<file path="config.mk">
export PLATFORM = sky130hd
export DESIGN_NAME = nvt_cell
export DESIGN_NICKNAME = d
export VERILOG_FILES = /design/src/hw/rtl/nvt_pkg.sv /design/src/hw/rtl/nvt_cell.sv
export SDC_FILE = /design/constraint.sdc
export NUM_CORES = 1
export LEC_CHECK = 0
export BUFFER_PORTS_ARGS = -buffer_cell sky130_fd_sc_hd__buf_4
export CORE_AREA = 4 4 151 153
export CTS_CLUSTER_SIZE = 8
export DETAILED_ROUTE_END_ITERATION = 10
export DIE_AREA = 0 0 155 157
export GPL_TIMING_DRIVEN = 0
export HOLD_SLACK_MARGIN = 0.03
export PLACE_DENSITY = 0.56
export SLEW_MARGIN = 30
export SYNTH_ARGS = -nofsm -noshare
export SYNTH_HDL_FRONTEND = slang
export SYNTH_SLANG_ARGS = --single-unit
</file>
<file path="constraint.sdc">
create_clock -name clk_i -period 1.37 [get_ports clk_i]
set_input_delay 0.274 -clock clk_i [delete_from_list [all_inputs] [get_ports clk_i]]
set_output_delay 0.274 -clock clk_i [all_outputs]
set_load 0.01 [all_outputs]
</file>
<file path="src/hw/rtl/nvt_pkg.sv">
// Shared types and constants for the named value table.
package nvt_pkg;

  // Item actions
  typedef enum logic [1:0] {
    ACT_LOOKUP = 2'd0,
    ACT_DEFINE = 2'd1,
    ACT_UNDEF  = 2'd2,
    ACT_NOP    = 2'd3
  } action_e;

  // Result status codes
  typedef enum logic [1:0] {
    ST_OK        = 2'd0,
    ST_NOT_FOUND = 2'd1,
    ST_RESERVED  = 2'd2,
    ST_FULL      = 2'd3
  } status_e;

  // Reserved names and their built-in double patterns
  localparam logic [63:0] KEY_PI = 64'h0000_0000_0000_6970;
  localparam logic [63:0] KEY_E  = 64'h0000_0000_0000_0065;
  localparam logic [63:0] VAL_PI = 64'h4009_21FB_5444_2D18;
  localparam logic [63:0] VAL_E  = 64'h4005_BF0A_8B14_5769;

  // Per-cell control from the sequencer
  typedef struct packed {
    logic shift;  // take the neighbor's entry
    logic wr;     // load write data into this cell
    logic vld;    // valid mark to load on a write
  } cell_ctrl_t;

endpackage

</file>
<file path="src/hw/rtl/nvt_cell.sv">
// One table cell: holds an entry and passes it to its neighbor in the ring.
module nvt_cell #(
  parameter int KEY_W = 64
) (
  input  logic               clk_i,
  input  logic               rst_ni,
  input  nvt_pkg::cell_ctrl_t ctrl_i,
  input  logic               nb_vld_i,
  input  logic [KEY_W-1:0]   nb_key_i,
  input  logic [63:0]        nb_value_i,
  input  logic [KEY_W-1:0]   wr_key_i,
  input  logic [63:0]        wr_value_i,
  output logic               vld_o,
  output logic [KEY_W-1:0]   key_o,
  output logic [63:0]        value_o
);
  import nvt_pkg::*;

  logic             vld_q, vld_d;
  logic [KEY_W-1:0] key_q, key_d;
  logic [63:0]      value_q, value_d;

  // Next entry: rotate from neighbor, or load from the sequencer
  always_comb begin
    vld_d   = vld_q;
    key_d   = key_q;
    value_d = value_q;
    if (ctrl_i.shift) begin
      vld_d   = nb_vld_i;
      key_d   = nb_key_i;
      value_d = nb_value_i;
    end else if (ctrl_i.wr) begin
      vld_d   = ctrl_i.vld;
      key_d   = wr_key_i;
      value_d = wr_value_i;
    end
  end

  // Valid mark is cleared at reset
  always_ff @(posedge clk_i or negedge rst_ni) begin
    if (!rst_ni) begin
      vld_q <= 1'b0;
    end else begin
      vld_q <= vld_d;
    end
  end

  // Key and value hold no reset
  always_ff @(posedge clk_i) begin
    key_q   <= key_d;
    value_q <= value_d;
  end

  assign vld_o   = vld_q;
  assign key_o   = key_q;
  assign value_o = value_q;

endmodule
</file>
After elaboration in Yosys (flattened, before gate mapping)
Index checks and enable logic that the tools add are counted.

Register bits: 129. Latch bits: 0. RAM bits: 0. Bits in read-only memories: 0. Bits of input ports: 262. Output and inout bits: 129. Logic and storage cells: 10. Memories kept: 0.

Add/sub/neg operators: 0. $mul: 0. Div/mod/pow operators: 0. Order comparisons: 0. Eq/ne operators: 0. Shifts and indexed selects: 0. Muxes and demuxes: 6. Bitwise gates (word level): 0. Reduce and logical (&&, ||, !) cells: 1.

Operator list (number): 2-to-1 mux 64 bit (4); 2-to-1 mux 1 bit (2); nonzero test 2 bit (1).

Depth between registers and ports, before layout
Depth in word-level cells: 2. Gate-level depth with buffers: 5. Gate-level depth less buffers: 2.

Least setup slack after synthesis
OpenSTA, ideal clock, no wires.

Path type: input-to-reg. Start: input ctrl_i[2] in the netlist's numbering. End: register key_q[0] (netlist: key_o[0]) (enable). Setup time: 0.496 ns. Arrival: 3.472 ns. Required time: 0.874 ns. Setup slack: -2.598 ns. Stages: 4. Buffers on the path: 3. Cell sequence: buf_6 > buf_8 > buf_6 > or2_1.

Longest elaborated chain between the ends: 1.

RTL lines: from (decl) (line nvt_cell.sv:7) `input nvt_pkg::cell_ctrl_t ctrl_i,`; nonzero test 2 bit (no source line); to (signal assigned) (line nvt_cell.sv:50) `key_q <= key_d;`; to (decl) (line nvt_cell.sv:20) `logic [KEY_W-1:0] key_q, key_d;`.

Every way passes these cells. A chain may end at the register's enable or synchronous reset.

Worst setup path after layout
Start: input ctrl_i[2] in the netlist's numbering. End: register key_q[57] (netlist: key_o[57]) (enable).

The elaborated chain is that of the path after synthesis.

==> run_summary.xml <==
<?xml version="1.0" encoding="UTF-8"?>
<metrics>
  <group name="floorplanning">
    <metric name="boundaryPins" unit="">391</metric>
    <metric name="fp.coreArea" unit="sq mm">0.0216</metric>
    <metric name="floorplan.die.width" unit="microns">155</metric>
    <metric name="overall_die_height" unit="microns">157</metric>
    <metric name="initial_utilization" unit="%">27.0</metric>
    <metric name="cell_row_count" unit="">54</metric>
    <metric name="fp.dieArea" unit="sq mm">0.0243</metric>
  </group>
  <group name="synth">
    <metric name="synthesis.area" unit="sq mm">0.00581</metric>
    <metric name="syn-num-nets" unit="">538</metric>
    <metric name="synth_area_leaders" unit="">sky130_fd_sc_hd__edfxtp_1 (66%), sky130_fd_sc_hd__mux2_4 (22%), sky130_fd_sc_hd__mux2_2 (7.9%)</metric>
    <metric name="synth_cells" unit="">276</metric>
    <metric name="muxShareOfSynthArea" unit="%">30.6</metric>
    <metric name="synth_top_cell_by_area" unit="">sky130_fd_sc_hd__edfxtp_1</metric>
    <metric name="synth_top_family_by_area" unit="">multiplexers</metric>
    <metric name="synth.yosys.warnings" unit="">0</metric>
    <metric name="post_synth_fa_ha_maj_area_fraction" unit="%">0</metric>
    <metric name="syn-mean-instance-area" unit="sq um">21.0</metric>
    <metric name="synth-seq-area-share" unit="%">66.6</metric>
    <metric name="yosys.area_share.xor_xnor" unit="%">0</metric>
    <metric name="synth-compound-area-share" unit="%">0.0862</metric>
    <metric name="synth_top_cell_area_share" unit="%">66.2</metric>
    <metric name="synth.lib_cells_used.distinct" unit="">11</metric>
    <metric name="post_synth_and_or_nand_nor_area_fraction" unit="%">0.172</metric>
    <metric name="yosys_register_bits" unit="">129</metric>
  </group>
  <group name="setup_path">
    <metric name="rr_startpoint" unit="">vld_o</metric>
    <metric name="arrival" unit="ps">1390</metric>
    <metric name="reg2reg_depth" unit="">2</metric>
    <metric name="r2r-end" unit="">vld_o</metric>
    <metric name="critPathKind" unit="">in -&gt; reg</metric>
    <metric name="crit_end_element" unit="">flop</metric>
    <metric name="critical_path.slowest_cell" unit="">sky130_fd_sc_hd__or2_4</metric>
    <metric name="data_required_time_at_the_worst_endpoint" unit="ps">1460</metric>
    <metric name="worst-r2r-setup-slack" unit="ps">670</metric>
    <metric name="crit_path_start_kind" unit="">primary input</metric>
    <metric name="path_max_fanout" unit="">48</metric>
    <metric name="cp_common_cell" unit="">sky130_fd_sc_hd__buf_8</metric>
    <metric name="crit_path_cell_trace" unit="">buf_8 -&gt; buf_8 -&gt; buf_8 -&gt; or2_4 -&gt; buf_16</metric>
    <metric name="slowest_delay" unit="ps">310</metric>
  </group>
  <group name="power">
    <metric name="power_density" unit="mW/mm^2">1240</metric>
    <metric name="leakagePower" unit="nW">4.50</metric>
    <metric name="power.switching_fraction" unit="%">21.8</metric>
    <metric name="pwr-share-comb" unit="%">18.4</metric>
    <metric name="p_clk_share" unit="%">40.6</metric>
    <metric name="intPower" unit="W">0.00948</metric>
    <metric name="max-vdd-ir-drop" unit="V">0.000763</metric>
    <metric name="p_total" unit="W">0.0121</metric>
    <metric name="seq_power_share" unit="%">41.0</metric>
    <metric name="power.switching" unit="W">0.00264</metric>
  </group>
  <group name="sta">
    <metric name="fin_worst_skew" unit="ps">0</metric>
    <metric name="setup_viol_count_final" unit="">0</metric>
    <metric name="finalHoldWorstSlack" unit="ps">139</metric>
    <metric name="totalNegativeSetupSlack" unit="ps">0</metric>
    <metric name="report.final.slew_viol_count" unit="">0</metric>
    <metric name="setup_slack" unit="ps">68.3</metric>
    <metric name="post-route-min-period" unit="ps">1300</metric>
    <metric name="final-hold-violation-count" unit="">0</metric>
    <metric name="fmax" unit="GHz">0.768</metric>
    <metric name="slew-limit-headroom" unit="%">60.9</metric>
    <metric name="timing.final.crit_share" unit="%">95.0</metric>
    <metric name="tightest_slew" unit="ps">587</metric>
    <metric name="rsz0062_at_grt" unit="">false</metric>
  </group>
  <group name="placement">
    <metric name="post-dp-hpwl" unit="microns">14200</metric>
    <metric name="dpl_cell_area" unit="sq mm">0.00914</metric>
    <metric name="placement.io_buffers" unit="">389</metric>
    <metric name="place_worst_setup_slack" unit="ps">-676</metric>
    <metric name="place.gp.congestion" unit="">0.846</metric>
  </group>
  <group name="global_routing">
    <metric name="grt_use_met2" unit="%">23.8</metric>
    <metric name="global_route.usage.met1" unit="%">15.1</metric>
    <metric name="first_global_vias" unit="">4438</metric>
    <metric name="grt_start_max_net_pins" unit="">49</metric>
    <metric name="global_route.usage.met3" unit="%">6.10</metric>
    <metric name="number_of_antenna_violations_at_the_first_check_in_global_routing" unit="">0</metric>
    <metric name="grt_first_pass_wirelength" unit="microns">25000</metric>
    <metric name="globalRouteOverflowTotal" unit="">0</metric>
    <metric name="grt_use_total" unit="%">13.8</metric>
    <metric name="global_route.peak_usage_layer" unit="">met2</metric>
  </group>
  <group name="route">
    <metric name="via_count" unit="">4061</metric>
    <metric name="1st_pass_router_iterations" unit="">4</metric>
    <metric name="routed_wire_length_per_instance" unit="microns">18.2</metric>
    <metric name="route.final.wire_length" unit="microns">17900</metric>
    <metric name="drt_iter0_markers" unit="">124</metric>
    <metric name="drt-vias-per-instance" unit="">4.14</metric>
    <metric name="antenna_left" unit="">0</metric>
    <metric name="drc" unit="">0</metric>
  </group>
  <group name="layout">
    <metric name="layout-area-overhead-vs-synth" unit="%">68.7</metric>
    <metric name="final_layout_size_suffix_gt1_share" unit="%">80.9</metric>
    <metric name="finalNetCount" unit="">951</metric>
    <metric name="antenna_cells_inserted" unit="">0</metric>
    <metric name="post-route-cell-area" unit="sq mm">0.00980</metric>
    <metric name="filler_cell_count" unit="">1973</metric>
  </group>
  <group name="job">
    <metric name="maxCapViolCount" unit="">0</metric>
  </group>
  <group name="status">
    <metric name="run_status" unit="">completed</metric>
  </group>
  <group name="clocking">
    <metric name="cts_h_tree_depth" unit="">4</metric>
    <metric name="cts_max_path_buffers" unit="">2</metric>
    <metric name="number_of_buffers_added_by_the_clock_tree_synthesis_step" unit="">17</metric>
    <metric name="worst_skew_late_latency" unit="ps">410</metric>
    <metric name="cts_setup_buffers" unit="">0</metric>
    <metric name="clock_tree.root_cell" unit="">sky130_fd_sc_hd__clkbuf_16</metric>
    <metric name="post_cts_gate_resize_count" unit="">0</metric>
    <metric name="cts_tree" unit="">built</metric>
    <metric name="clk_pin_slew_worst_paths" unit="ps">60</metric>
    <metric name="cts_num_sinks" unit="">129</metric>
  </group>
  <group name="min_path">
    <metric name="min_delay_path_depth" unit="">3</metric>
    <metric name="min_delay_worst_endpoint" unit="">vld_o</metric>
    <metric name="min_from" unit="">nb_vld_i</metric>
    <metric name="worst_hold_path_type" unit="">in -&gt; reg</metric>
  </group>
</metrics>
[worst max-delay path, delay by kind of cell]
family / cells / cell delay [ps]
and+or+nand+nor: 1 / 310
buffers and inverters: 4 / 740
[power by group through the flow]
stage	Clock, W	Sequential [W]	Combinational (W)
3_3_place_gp	0	0.00505	0.00222
4_1_cts	0.00507	0.00498	0.00227
2_1_floorplan	0	0.00529	0.000601
5_1_grt	0.00524	0.00502	0.00237
3_5_place_dp	0	0.00506	0.00226
6_report	0.00492	0.00497	0.00223
[sequential cells by signal (all words and copies together), names as in the netlist]
signal / flops
key_o: 64
value_o: 64
vld_o: 1
[placed cells by master (no fill, tap or decap), types with 3 or more instances in the layout]
cell type,n
sky130_fd_sc_hd__bufinv_16,5
sky130_fd_sc_hd__mux2_4,87
sky130_fd_sc_hd__mux2_2,41
sky130_fd_sc_hd__buf_4,389
sky130_fd_sc_hd__buf_6,8
sky130_fd_sc_hd__edfxtp_1,128
sky130_fd_sc_hd__buf_8,3
sky130_fd_sc_hd__clkbuf_16,17
sky130_fd_sc_hd__buf_2,4
[layout make-up]
| class | count | area [sq um] | share of cell area (%) |
|---|---|---|---|
| Buffer | 15 | 155 | 1.58 |
| Clock inverter | 13 | 210 | 2.15 |
| Tap cell | 280 | 350 | 3.58 |
| Sequential cell | 129 | 3870 | 39.5 |
| Timing Repair Buffer | 392 | 2980 | 30.4 |
| Multi-Input combinational cell | 134 | 1810 | 18.4 |
| Clock buffer | 18 | 429 | 4.38 |
[layer usage]
| metal | up-vias | routed length [microns] | share of wire [%] |
|---|---|---|---|
| li1 | 1918 | - | - |
| met3 | 16 | 1970 | 11 |
| met4 | 0 | 272 | 1.5 |
| met5 | - | 0 | 0 |
| met2 | 251 | 9060 | 51 |
| met1 | 1876 | 6550 | 37 |
[Yosys cell counts]
library cell,instances
sky130_fd_sc_hd__buf_2,4
sky130_fd_sc_hd__edfxtp_1,128
sky130_fd_sc_hd__buf_6,10
sky130_fd_sc_hd__mux2_2,41
sky130_fd_sc_hd__dfrtp_1,1
sky130_fd_sc_hd__o21ai_0,1
sky130_fd_sc_hd__nand2_1,1
sky130_fd_sc_hd__mux2i_1,1
sky130_fd_sc_hd__or2_1,1
sky130_fd_sc_hd__mux2_4,87
sky130_fd_sc_hd__buf_8,1
[cell families after synthesis]
| logic type | Yosys count |
|---|---|
| AO/OA/AOI/OAI | 1 |
| buffers and inverters | 15 |
| flip-flops | 129 |
| multiplexers | 129 |
| AND/OR/NAND/NOR | 2 |
[worst max-delay path by stage]
stage / slack, ps / from / cells after the start / end
after floorplan: -660 / ctrl_i[2] / 4 / key_o[0]
after global placement: -1200 / ctrl_i[2] / 4 / key_o[34]
after detailed placement: -680 / ctrl_i[2] / 5 / key_o[34]
after CTS: 90 / ctrl_i[2] / 5 / key_o[39]
after global routing: 30 / ctrl_i[2] / 5 / key_o[41]
final: 70 / ctrl_i[2] / 5 / key_o[57]
[through the flow]
| step | instances | util [%] |
|---|---|---|
| global placement | 945 | 42.2 |
| global route | 981 | 45.5 |
| CTS | 981 | 45.5 |
| finish | 981 | 45.5 |
| detailed placement | 947 | 42.4 |
| floorplan | 276 | - |
[what timing repair did]
item | 4_1_cts | 5_1_grt
endpoints found under the setup margin | 88 | 0
hold buffers | 1 | 0
endpoints found under the hold margin | 1 | 0
Note: power is estimated with default switching activity, not from simulation.
